## src/sv/ppw_pkg.sv

```systemverilog
`timescale 1ns / 1ps
package ppw_pkg;

  localparam int TIME_W     = 32;
  localparam int LEVEL_W    = 16;
  localparam int MAG_W      = LEVEL_W + 1;
  localparam int PROD_W     = MAG_W + TIME_W;
  localparam int STEPS      = 4;
  localparam int MOD_STAGES = (TIME_W + STEPS - 1) / STEPS;
  localparam int DIV_STAGES = (MAG_W + STEPS - 1) / STEPS;
  localparam int CFG_IDX_W  = 3;

  typedef enum logic [2:0] {
    SEG_DELAY = 3'd0,
    SEG_RISE  = 3'd1,
    SEG_TOP   = 3'd2,
    SEG_FALL  = 3'd3,
    SEG_REST  = 3'd4
  } seg_t;

  typedef enum logic [CFG_IDX_W-1:0] {
    REG_BASE   = 3'd0,
    REG_PULSE  = 3'd1,
    REG_DELAY  = 3'd2,
    REG_RISE   = 3'd3,
    REG_FALL   = 3'd4,
    REG_TOP    = 3'd5,
    REG_PERIOD = 3'd6
  } reg_idx_t;

  typedef struct packed {
    seg_t seg;
    logic neg;
  } tag_t;

  // one restoring step: returns {quotient bit, new remainder}
  function automatic logic [TIME_W:0] div_step(input logic [TIME_W-1:0] r,
                                               input logic b,
                                               input logic [TIME_W-1:0] d);
    logic [TIME_W:0] sh;
    logic [TIME_W:0] df;
    begin
      sh = {r, b};
      df = sh - {1'b0, d};
      if (sh >= {1'b0, d}) begin
        div_step = {1'b1, df[TIME_W-1:0]};
      end else begin
        div_step = {1'b0, sh[TIME_W-1:0]};
      end
    end
  endfunction

endpackage

```

## src/sv/ppw_mod.sv

```systemverilog
`timescale 1ns / 1ps
module ppw_mod (
  input  logic                      clk,
  input  logic                      rst,
  input  logic                      en,
  input  logic                      in_v,
  input  logic [ppw_pkg::TIME_W-1:0] t_in,
  input  logic [ppw_pkg::TIME_W-1:0] period,
  output logic                      out_v,
  output logic [ppw_pkg::TIME_W-1:0] t_out
);

  localparam int N = ppw_pkg::MOD_STAGES;
  localparam int W = ppw_pkg::TIME_W;

  logic [W-1:0] rem [N];
  logic [W-1:0] dvd [N];
  logic [W-1:0] tor [N];
  logic         vld [N];

  for (genvar s = 0; s < N; s++) begin : g_st
    logic [W-1:0] r_src;
    logic [W-1:0] d_src;
    logic [W-1:0] t_src;
    logic         v_src;
    logic [W-1:0] rr;
    logic [W-1:0] dd;
    logic [W:0]   st;

    if (s == 0) begin : g_first
      assign r_src = '0;
      assign d_src = t_in;
      assign t_src = t_in;
      assign v_src = in_v;
    end else begin : g_next
      assign r_src = rem[s-1];
      assign d_src = dvd[s-1];
      assign t_src = tor[s-1];
      assign v_src = vld[s-1];
    end

    always_comb begin
      rr = r_src;
      dd = d_src;
      st = '0;
      for (int k = 0; k < ppw_pkg::STEPS; k++) begin
        if (s * ppw_pkg::STEPS + k < W) begin
          st = ppw_pkg::div_step(rr, dd[W-1], period);
          rr = st[W-1:0];
          dd = {dd[W-2:0], 1'b0};
        end
      end
    end

    always_ff @(posedge clk) begin
      if (rst) begin
        vld[s] <= 1'b0;
      end else if (en) begin
        vld[s] <= v_src;
      end
      if (en) begin
        rem[s] <= rr;
        dvd[s] <= dd;
        tor[s] <= t_src;
      end
    end
  end

  assign out_v = vld[N-1];
  assign t_out = (period == '0) ? tor[N-1] : rem[N-1];

endmodule

```

## config.mk

```make
export PLATFORM = sky130hd
export DESIGN_NAME = ppw_mod
export DESIGN_NICKNAME = d
export VERILOG_FILES = /design/src/sv/ppw_pkg.sv /design/src/sv/ppw_mod.sv
export SDC_FILE = /design/constraint.sdc
export NUM_CORES = 2
export LEC_CHECK = 0
export BUFFER_PORTS_ARGS = -buffer_cell sky130_fd_sc_hd__buf_4
export CAP_MARGIN = 10
export CORE_ASPECT_RATIO = 0.5
export CORE_MARGIN = 2
export CORE_UTILIZATION = 60
export DETAILED_ROUTE_END_ITERATION = 8
export PLACE_DENSITY = 0.76
export SYNTH_ARGS = -nofsm -noshare
export SYNTH_HDL_FRONTEND = slang
export SYNTH_SLANG_ARGS = --single-unit
```

## constraint.sdc

```tcl
create_clock -name clk -period 44.7 [get_ports clk]
set_clock_uncertainty 0.15 [all_clocks]
set_input_delay 8.94 -clock clk [delete_from_list [all_inputs] [get_ports clk]]
set_output_delay 8.94 -clock clk [all_outputs]
set_load 0.005 [all_outputs]
```

# Word-level counts from Yosys, hierarchy flattened
# Memories as Yosys holds them, arrays and structs flattened.
# Index checks and enable logic that the tools add are counted.
# totals
output_inout_bits,33
mem_bits_rw,744
regBits,0
latchBits,0
elab_cells,124
inputBits,68
memories,4
mem_bits_ro,0
# mem_list
name,words,word_bits,rd,rd_clocked_by_memory_dff,write_ports,line,rtl
rem,8,32,8,0,8,ppw_mod.sv:16,logic [W-1:0] rem [N];
tor,8,32,8,0,8,ppw_mod.sv:18,logic [W-1:0] tor [N];
dvd,8,28,7,0,8,ppw_mod.sv:17,logic [W-1:0] dvd [N];
vld,8,1,8,0,8,ppw_mod.sv:19,logic vld [N];
# classes
n_eq_ne,0
bitwise,8
order_cmp,32
mul,0
reduce_logical,1
shifts,0
div_mod_pow,0
mux,47
addsub,32
# op_table
op,n
$mux W32,33
$ge A33 B32 Y1,31
$sub A32 B32 Y32,31
$ge A1 B32 Y1,1
$logic_not A32 Y1,1
$sub A1 B32 Y32,1
$mux W1,14
$or A1 B1 Y1,8

# Depth between registers and ports, before layout
# An unclocked memory read counts as a cell.
# depth
word_depth,9
mapped_depth,59
mapped_depth_nobuf,51

# Worst setup path before layout
# Ideal clock, no wire load.
# synth_timing
kind,in2reg
start,in period[1] (netlist name)
end,"mem rem[1][86] (netlist name), data pin"
setup_ns,0.260
cell_stages,56
required_time_ns,44.290
path_buffers,7
setup_slack_ns,22.219
t_arrival_ns,22.071
path_cell_list,inv_1 > clkbuf_1 > ha_1 > nand3b_1 > a211oi_1 > nor4b_1 > o21a_1 > a211o_1 > nand2_1 > a21oi_1 > clkbuf_1 > clkbuf_1 > nor2_1 > a21oi_1 > inv_1 > ha_1 > nor2b_1 > o21bai_1 > (+20 left out) > nand2_1 > o2111ai_1 > buf_2 > mux2_2 > ha_1 > a211oi_1 > o221ai_1 > a221o_1 > a21oi_1 > o22ai_1 > nor4b_1 > nor2_1 > o21ai_0 > a21o_1 > a311oi_1 > a221o_1 > buf_2 > mux2_2
# synth_lines
element,line,rtl
start: declaration,ppw_mod.sv:8,"input logic [ppw_pkg::TIME_W-1:0] period,"
end: declaration,ppw_mod.sv:16,

==> results.md <==
* Status: completed
* Starting DRC count in detailed routing at ~7.7k
* Ports at 101
* HP Class: reg2reg
* Synth top area cells: edfxtp_1 (21%), ha_1 (16%), mux2_2 (9.0%), xnor2_1 (6.2%), a21oi_1 (5.6%)
* Row count at 92
* Synth top cells by count: ha_1 (994), a21oi_1 (854), nand2_1 (616)
* CTS Hold Bufs at 0
* Mapped Nets at 9946
* Top cell type's share of synthesized area at 0.2059
* Crit path launch type: input pin
* DRT Pass-1 Iters at 6
* Starting density of the core at 0.6034
* Worst Path Arrival at 24.07 ns
* Core area at 0.1257 mm2
* Fillers at between 10k and 15k
* Final ANT Viol Nets at 0
* Final Setup Violations at 0
* Footprint of the multi-input gates at roughly 0.058 mm2
* Post-layout worst setup margin at 20.91 ns
* Via/cell ratio at 6.701
* Worst r2r path cells at 46
* Max-slew headroom at 0.2334
* Slowest cell on the critical path: o311ai_0
* Max Cap Violations at 0
* Setup repair bufs after CTS at 0
* CTS tree: built
* Gpl congestion at 1.018
* Synth cell types at 98
* Area of the mapped netlist at 0.07585 mm2
* Port bufs at 100
* Clock transition at the registers of the reported paths at 0.07 ns
* P&R area growth vs syn at 6.659%
* Final net count at 10.03k
* Total CTS buffers at between 50 and 60
* Fin. max-slew vios at 0
* Die Area at 0.1294 mm2
* Critical Path Fanout Max at 54
* Initial antenna violation count at 10
* Total congestion overflow at 0
* # DRC at 0
* Pre-CTS WS at 20.64 ns
* Die W at 506.8 um
* Clk sinks at 520
* Post-DP HPWL at 193500 um
* Worst Path Required at 44.97 ns
* Wirelength per Cell at 23.53 um
* Synthesized area per cell at 8.567 um2
* Gate count of the mapped netlist at 8853
* Post-synthesis async set-or-reset flop share at 0
* Actual slew at the worst max-slew pin at around 1.1 ns
* Crit Path Class: in2reg
* Root buffer cell: clkbuf_16
* EDFF count, synth at 520
* Layout cells sized above 1 at 0.1178
* FF/Latch Area at 0.01562 mm2
* Max incr delay on CP at between 0.8 and 0.9 ns
* Fin crit period at ~24 ns
* Period utilisation layout at 0.5323
* Synthesized flop and latch total at 520
* Vias in the first global route at between 60k and 70k
* RSZ-0062 raised after global routing: false
* Clk_lat worst skew at 0.69 ns
* Setup tns final at 0 ns
* Count leader, synth: ha_1
* Seq/Total Area, Yosys at 0.2059
* Die Ht at 255.4 um
* Final wirelength at between 200000 and 300000 um
* Clock buffer depth at 3
* Cell taking the most area after synthesis: edfxtp_1
* Achievable Freq at 42.03 MHz
* Worst Hold Depth at 0
* Synth warn at 0
* Total GRT Usage at 0.3722
* Final Hold Violating Endpoints at 0
* First-pass GRT wire length at 379400 um
* Worst path most repeated cell: buf_4
* Critical path endpoint category: flop
* Largest net degree at the start of global routing at about 90
* CTS H-Tree Depth at 2
* Total vias in the final route at 71.55k
* Cts repair resizes at 0
* Main flop type after synthesis: edfxtp_1
==> worst max-delay path: cells and delay by family <==
kind / cells / cell delay (ns)
adders and majority gates: 4 / 1.42
AOI/OAI and AO/OA: 24 / 6.94
muxes: 4 / 1.65
buffers and inverters: 7 / 2.31
and+or+nand+nor: 10 / 2.67
==> state kept, by name, indices dropped and copies added (netlist names) <==
name	cells
tor	229
vld	8
dvd	27
rem	256
==> layout by cell type, fill, tap and decap left out, types with 82 or more instances in the layout <==
| cell | n |
|---|---|
| a211oi_1 | 97 |
| a21o_1 | 430 |
| a21oi_1 | 853 |
| a31oi_1 | 122 |
| and3_1 | 94 |
| buf_4 | 218 |
| edfxtp_1 | 520 |
| ha_1 | 994 |
| inv_1 | 315 |
| mux2_2 | 603 |
| mux2i_1 | 82 |
| nand2_1 | 616 |
| nand2b_1 | 110 |
| nand3_1 | 180 |
| nand4_1 | 162 |
| nor2_1 | 598 |
| nor2b_1 | 124 |
| nor3_1 | 169 |
| o21a_1 | 162 |
| o21ai_0 | 573 |
| o21bai_1 | 105 |
| xnor2_1 | 537 |
| xor2_1 | 259 |
==> layout make-up <==
type,count,area share
antenna,4,0.0001237
tap,1692,0.02617
sequential,520,0.1930
timing repair buffer,224,0.02165
clock buffer,56,0.01680
inverter,346,0.01608
clock inverter,43,0.006449
multi-input combinational,7792,0.7197
==> metrics by stage <==
| stage | cell area, um2 | instances | hold WS [ns] | util |
|---|---|---|---|---|
| 6_report | 80900 | 10680 | 0.2581 | 0.6436 |
| 2_1_floorplan | 75850 | 8853 | 0.2503 | - |
| 3_3_place_gp | 79010 | 10570 | 0.2504 | 0.6285 |
| 5_1_grt | 80890 | 10670 | 0.2690 | 0.6435 |
| 3_5_place_dp | 79010 | 10570 | 0.2545 | 0.6285 |
| 4_1_cts | 80890 | 10670 | 0.2612 | 0.6435 |
==> cell families after synthesis <==
kind of cell / Yosys count / synth area share
AO/OA/AOI/OAI: 2870 / 0.2428
AND/OR/NAND/NOR: 2376 / 0.1527
adder cells (fa/ha/maj): 1025 / 0.1722
XOR/XNOR: 796 / 0.09192
multiplexers: 725 / 0.1063
buffers and inverters: 541 / 0.02824
flip-flops: 520 / 0.2059
==> path summary, 6_finish.rpt <==
check | startpoint | slack (ns) | endpoint
hold / removal | tor[0][60] | 0.26 | tor[0][92]
setup / recovery | period[1] | 20.91 | rem[0][33]
setup reg to reg | rem[0][6] | 29.67 | rem[0][33]
hold reg to reg | tor[0][60] | 0.26 | tor[0][92]
==> routing by layer <==
layer | global-route usage | share of wire
met5 | 0 | 0.00039
met3 | 0.06944 | 0.11
met1 | 0.5203 | 0.42
met4 | 0.1731 | 0.054
met2 | 0.5538 | 0.41
Power is not shown: default switching activity piles up to over one toggle a cycle in this logic, so the estimate is an artifact.
