===== src/sv/ppw_pkg.sv =====
`timescale 1ns / 1ps
package ppw_pkg;

  localparam int TIME_W     = 32;
  localparam int LEVEL_W    = 16;
  localparam int MAG_W      = LEVEL_W + 1;
  localparam int PROD_W     = MAG_W + TIME_W;
  localparam int STEPS      = 4;
  localparam int MOD_STAGES = (TIME_W + STEPS - 1) / STEPS;
  localparam int DIV_STAGES = (MAG_W + STEPS - 1) / STEPS;
  localparam int CFG_IDX_W  = 3;

  typedef enum logic [2:0] {
    SEG_DELAY = 3'd0,
    SEG_RISE  = 3'd1,
    SEG_TOP   = 3'd2,
    SEG_FALL  = 3'd3,
    SEG_REST  = 3'd4
  } seg_t;

  typedef enum logic [CFG_IDX_W-1:0] {
    REG_BASE   = 3'd0,
    REG_PULSE  = 3'd1,
    REG_DELAY  = 3'd2,
    REG_RISE   = 3'd3,
    REG_FALL   = 3'd4,
    REG_TOP    = 3'd5,
    REG_PERIOD = 3'd6
  } reg_idx_t;

  typedef struct packed {
    seg_t seg;
    logic neg;
  } tag_t;

  // one restoring step: returns {quotient bit, new remainder}
  function automatic logic [TIME_W:0] div_step(input logic [TIME_W-1:0] r,
                                               input logic b,
                                               input logic [TIME_W-1:0] d);
    logic [TIME_W:0] sh;
    logic [TIME_W:0] df;
    begin
      sh = {r, b};
      df = sh - {1'b0, d};
      if (sh >= {1'b0, d}) begin
        div_step = {1'b1, df[TIME_W-1:0]};
      end else begin
        div_step = {1'b0, sh[TIME_W-1:0]};
      end
    end
  endfunction

endpackage


===== src/sv/ppw_rdiv.sv =====
`timescale 1ns / 1ps
module ppw_rdiv (
  input  logic                       clk,
  input  logic                       rst,
  input  logic                       en,
  input  logic                       in_v,
  input  logic [ppw_pkg::PROD_W-1:0] prod,
  input  logic [ppw_pkg::TIME_W-1:0] den,
  input  ppw_pkg::tag_t              tag_in,
  output logic                       out_v,
  output logic [ppw_pkg::MAG_W-1:0]  quo,
  output ppw_pkg::tag_t              tag_out
);

  localparam int N = ppw_pkg::DIV_STAGES;
  localparam int W = ppw_pkg::TIME_W;
  localparam int M = ppw_pkg::MAG_W;

  logic [W-1:0]  rem [N];
  logic [M-1:0]  low [N];
  logic [M-1:0]  qq  [N];
  logic [W-1:0]  dn  [N];
  ppw_pkg::tag_t tg  [N];
  logic          vld [N];

  for (genvar s = 0; s < N; s++) begin : g_st
    logic [W-1:0]  r_src;
    logic [M-1:0]  l_src;
    logic [M-1:0]  q_src;
    logic [W-1:0]  d_src;
    ppw_pkg::tag_t t_src;
    logic          v_src;
    logic [W-1:0]  rr;
    logic [M-1:0]  ll;
    logic [M-1:0]  qv;
    logic [W:0]    st;

    if (s == 0) begin : g_first
      assign r_src = prod[ppw_pkg::PROD_W-1:M];
      assign l_src = prod[M-1:0];
      assign q_src = '0;
      assign d_src = den;
      assign t_src = tag_in;
      assign v_src = in_v;
    end else begin : g_next
      assign r_src = rem[s-1];
      assign l_src = low[s-1];
      assign q_src = qq[s-1];
      assign d_src = dn[s-1];
      assign t_src = tg[s-1];
      assign v_src = vld[s-1];
    end

    always_comb begin
      rr = r_src;
      ll = l_src;
      qv = q_src;
      st = '0;
      for (int k = 0; k < ppw_pkg::STEPS; k++) begin
        if (s * ppw_pkg::STEPS + k < M) begin
          st = ppw_pkg::div_step(rr, ll[M-1], d_src);
          rr = st[W-1:0];
          qv = {qv[M-2:0], st[W]};
          ll = {ll[M-2:0], 1'b0};
        end
      end
    end

    always_ff @(posedge clk) begin
      if (rst) begin
        vld[s] <= 1'b0;
      end else if (en) begin
        vld[s] <= v_src;
      end
      if (en) begin
        rem[s] <= rr;
        low[s] <= ll;
        qq[s]  <= qv;
        dn[s]  <= d_src;
        tg[s]  <= t_src;
      end
    end
  end

  assign out_v   = vld[N-1];
  assign quo     = qq[N-1];
  assign tag_out = tg[N-1];

endmodule


===== config.mk =====
export PLATFORM = sky130hd
export DESIGN_NAME = ppw_rdiv
export DESIGN_NICKNAME = d
export VERILOG_FILES = /design/src/sv/ppw_pkg.sv /design/src/sv/ppw_rdiv.sv
export SDC_FILE = /design/constraint.sdc
export NUM_CORES = 2
export LEC_CHECK = 0
export ABC_AREA = 1
export BUFFER_PORTS_ARGS = -buffer_cell sky130_fd_sc_hd__buf_2
export CAP_MARGIN = 40
export CORE_MARGIN = 1.5
export CORE_UTILIZATION = 40
export DETAILED_ROUTE_END_ITERATION = 10
export SLEW_MARGIN = 20
export SYNTH_ARGS = -nofsm -noshare
export SYNTH_HDL_FRONTEND = slang
export SYNTH_SLANG_ARGS = --single-unit

===== constraint.sdc =====
create_clock -name clk -period 8.7 [get_ports clk]
set_input_delay 1.74 -clock clk [delete_from_list [all_inputs] [get_ports clk]]
set_output_delay 1.74 -clock clk [all_outputs]
set_load 0.01 [all_outputs]

Yosys cells after proc, flatten, opt, wreduce, memory -nomap -nowiden

Memory sizes are Yosys's and may differ from the RTL's.
Index checks and enable logic that the tools add are counted.

Bits in registers: 0
Input port bits: 89
Bits in writable memories: 510
Logic and storage cells: 73
Memories: 6
Output and inout bits: 22

Muxes and demuxes: 28
Bitwise gates (word level): 5
Order comparisons: 17
$add $sub $neg: 17

Memories:

| name | words | width | rd ports | clocked after Yosys merged registers in | write ports | line           | source |
|---|---|---|---|---|---|---|---|
| dn   | 5     | 32    | 4        | 0                                       | 5           | ppw_rdiv.sv:22 | `logic [W-1:0] dn [N];` |
| rem  | 5     | 32    | 4        | 0                                       | 5           | ppw_rdiv.sv:19 | `logic [W-1:0] rem [N];` |
| qq   | 5     | 17    | 5        | 0                                       | 5           | ppw_rdiv.sv:21 | `logic [M-1:0] qq [N];` |
| low  | 5     | 16    | 4        | 0                                       | 5           | ppw_rdiv.sv:20 | `logic [M-1:0] low [N];` |
| tg   | 5     | 4     | 5        | 0                                       | 5           | ppw_rdiv.sv:23 | `ppw_pkg::tag_t tg [N];` |
| vld  | 5     | 1     | 5        | 0                                       | 5           | ppw_rdiv.sv:24 | `logic vld [N];` |

Operators by type and width:

| operator       | number |
|---|---|
| $ge 33x32->1   | 17 |
| $mux 33        | 17 |
| $sub 32x32->32 | 17 |
| $mux 1         | 11 |
| $or 1x1->1     | 5 |

Logic depth before layout (Yosys ltp)

An unclocked memory read counts as a cell.

Depth after elaboration: 9
Mapped depth: 67
Depth with buffers taken out: 62

Least setup slack after synthesis

OpenSTA, ideal clock, no wires.

Path kind: in2reg
Start: input port den[19] (netlist name)
End: memory rem[0][19] (netlist name) (data pin)
Slack: -0.226 ns
Cell stages on the path: 54
Library setup time: 0.252 ns
Arrival: 8.674 ns
Path buffers: 4
Cells stage by stage: inv_1 -> ha_1 -> nand2_1 -> nor2_1 -> nand2_1 -> nor2_1 -> nand3_1 -> nand4_2 -> inv_1 -> buf_2 -> buf_2 -> nand2_1 -> o21ai_0 -> ha_1 -> nand2_1 -> nor4_1 -> nand2_1 -> nand2_1 -> [... 18 more ...] -> nand2_1 -> inv_1 -> nand3_2 -> buf_2 -> nand2_1 -> nand2_1 -> ha_1 -> a21oi_1 -> nand2_1 -> a21oi_1 -> o21ai_0 -> a21oi_1 -> o21ai_0 -> a21boi_0 -> o21ai_0 -> xor2_1 -> nand2_1 -> nand2_1

RTL lines:

| what            | line           | source |
|---|---|---|
| start, declared | ppw_rdiv.sv:8  | `input logic [ppw_pkg::TIME_W-1:0] den,` |
| end, declared   | ppw_rdiv.sv:19 |  |

==> key figures <==
Status
  – Status: finished with violations
  – Violated checks: setup timing

Drt
  – Via count: 63650
  – Final ANT Viol Nets: 0
  – Routed wire length: 238.0 mm
  – DRC viols: 0
  – Vias per inst: 5.232
  – Initial drt markers: 5542
  – Drt first pass iters: 7
  – Post-DR wirelength/cell: 19.56 µm

Placed design
  – Hpwl dp: 187.9 mm
  – GP Congestion: 1.012
  – Placed Area: 71160 µm²
  – Port bufs: 110

Die
  – I/O pin count: 111
  – Initial Util: 0.4025
  – Die ar.: 124400 µm²
  – Die W: 352.7 µm
  – Height of the die: 352.7 µm
  – Rows: 128
  – CORE AREA: 121600 µm²

Logic synthesis
  – Asr flop ratio synth: 0
  – Synth Register Bits: 366
  – Syn_nets: 8121
  – Synth Flop Type: edfxtp_1
  – Syn Inst Count: 7472
  – Synth top area share: 0.2247
  – Count leader, synth: nand2_1
  – Post-Syn Area: 48920 µm²
  – Area leader, netlist: edfxtp_1
  – Ys Warns: 0
  – Dominant cells by area after synthesis: edfxtp_1 (22%), nand2_1 (19%), ha_1 (14%)
  – Average size of a mapped cell: 6.547 µm²
  – Post-synth EDFFs: 366
  – Library cells used by synthesis: 64
  – Seq/Total Area, Yosys: 0.2247
  – Post-synth top cells: nand2_1 (2444), inv_1 (929), nor2_1 (590)

CTS
  – CTS clk-pin slew, worst paths: 0.06 ns
  – H-tree levels: 2
  – Max clock buf depth: 3
  – TritonCTS clock tree: done
  – Clock Tree Root: clkbuf_16
  – TritonCTS Sinks: 366
  – Num CTS Buffers: 46
  – Worst-Skew Late Latency: 0.64 ns

Timing
  – Final setup viols: 33
  – Fmax: 0.1120 GHz
  – Final worst setup slack: -0.2292 ns
  – Fin crit period: 8.929 ns
  – Fin crit share: 1.026
  – Tightest Pin Transition: 1.141 ns
  – Fin. max-slew vios: 0
  – Slew headroom: 0.2395
  – RSZ-0062 raised after global routing: true
  – Worst hold slack: 0.3963 ns
  – Skew final: 0.04136 ns
  – Hold Fails Final Rpt: 0

Critical path
  – Critical path launch point: den[27]
  – Crit path largest cell delay: 0.38 ns
  – CP most frequent cell: nand2_2
  – Largest delay share family, worst path: simple AND/OR/NAND/NOR gates
  – Crit path max fanout: 7
  – R2r endpoint: rem[0][92]$_DFFE_PP_
  – Startpoint Class: primary input
  – Worst path depth: 57
  – R2R depth: 60
  – Worst r2r src: dn[0][59]$_DFFE_PP_
  – CP bufs+invs: 12
  – Slowest CP cell: ha_4
  – CP required: 9.06 ns
  – Setup CP Type: primary input to flop
  – Arrival @ worst endpoint: 9.29 ns
  – CP endpoint kind: flop
  – Worst reg-to-reg setup slack: 0.06 ns

GRT
  – Total gr overflow: 0
  – Vias in the first global route: 59250
  – Antenna violations before repair: 5
  – GRT Total Usage: 0.3490
  – Largest net degree at the start of global routing: 183
  – First-pass GRT wire length: 337.7 mm

Layout
  – Layout cells sized above 1: 0.4387
  – Design area: 83780 µm²
  – P&R area growth vs syn: 71.27%
  – Final net count: 11150

Worst hold path
  – Worst Hold Path EP: tg[0][11]$_DFFE_PP_
  – Hold_sp: tg[0][7]$_DFFE_PP_
  – Class of the worst hold path: flop to flop
  – WHS Path Cells: 0

Run
  – Maxcap violations: 0
==> cell usage in the layout, fill, tap and decap left out, types with 25 or more instances in the layout <==
master,instances
o21ai_2,102
a21oi_4,25
a21oi_2,151
inv_2,103
inv_1,819
ha_4,256
o21bai_1,36
nor2_2,86
nor2_1,491
o21ai_4,29
a21oi_1,361
o21ai_1,84
nand4_1,74
buf_2,101
ha_1,273
xor2_1,219
nand2_4,70
buf_12,45
nor3_1,54
nor3_2,27
nand3_1,459
nand3_2,55
nand2_1,2056
xnor2_1,168
a21o_1,48
nor2_4,39
clkbuf_16,73
buf_6,57
buf_4,2852
nand2_2,338
or2_2,35
edfxtp_1,366
o21ai_0,191
nand3b_1,34
==> logic make-up after synthesis <==
| family | count (synthesis) | synth area share |
|---|---|---|
| AND/OR/NAND/NOR | 3893 | 0.3325 |
| buffers and inverters | 1062 | 0.08883 |
| AO/OA/AOI/OAI | 1195 | 0.1375 |
| adder cells (fa/ha/maj) | 560 | 0.1457 |
| XOR/XNOR | 396 | 0.07090 |
| flip-flops | 366 | 0.2247 |
==> timing repair <==
action | in CTS | in global routing
pin swaps | 87 | 446
endpoints found under the setup margin | 132 | 132
gates cloned | 18 | 30
buffers inserted | 113 | 176
hold buffers | 0 | 0
resized for setup | 423 | 1365
==> cell type report <==
| cell class | count | area [µm²] |
|---|---|---|
| multi-input cells | 6051 | 41170 |
| flip-flops and latches | 366 | 10990 |
| inverters | 941 | 3598 |
| well taps | 1625 | 2033 |
| repair buffers | 3099 | 24460 |
| clock inverters | 28 | 315.3 |
| fillers | 10350 | 37770 |
| clock buffers | 54 | 1202 |
| diodes | 2 | 5.005 |
==> worst max path at each step <==
stage                                 endpoint  slack, ns
after CTS                 rem[0][57]$_DFFE_PP_      -0.15
final                      rem[0][5]$_DFFE_PP_      -0.23
after global routing      rem[0][22]$_DFFE_PP_      -0.52
after global placement     rem[0][8]$_DFFE_PP_      -1.38
after detailed placement   rem[0][2]$_DFFE_PP_      -1.54
after floorplan           rem[0][31]$_DFFE_PP_      0.003
==> through the flow <==
stage | setup TNS (ns) | util | worst slack [ns] | instances
after detailed placement | -123.83 | 0.5854 | -1.539 | 11760
after global placement | -120.72 | 0.5854 | -1.380 | 11760
after global routing | -25.68 | 0.6892 | -0.5243 | 12160
after floorplan | 0 | - | 0.002542 | 7472
after CTS | -4.055 | 0.6230 | -0.1488 | 11970
final | -5.797 | 0.6893 | -0.2292 | 12170
==> registers in the layout, summed over array words and instances (netlist names) <==
register and flops:
rem 128, tg 20, qq 57, vld 5
low 28, dn 128
==> routing by layer <==
metal	global-route usage	wire, µm	vias to the layer above
met3	0.02934	14550	579
met1	0.4591	100300	29840
met2	0.5820	109500	2319
li1	-	-	30910
met5	0	15	-
met4	0.1556	13630	2
Power is not shown: default switching activity piles up to over one toggle a cycle in this logic, so the estimate is an artifact.
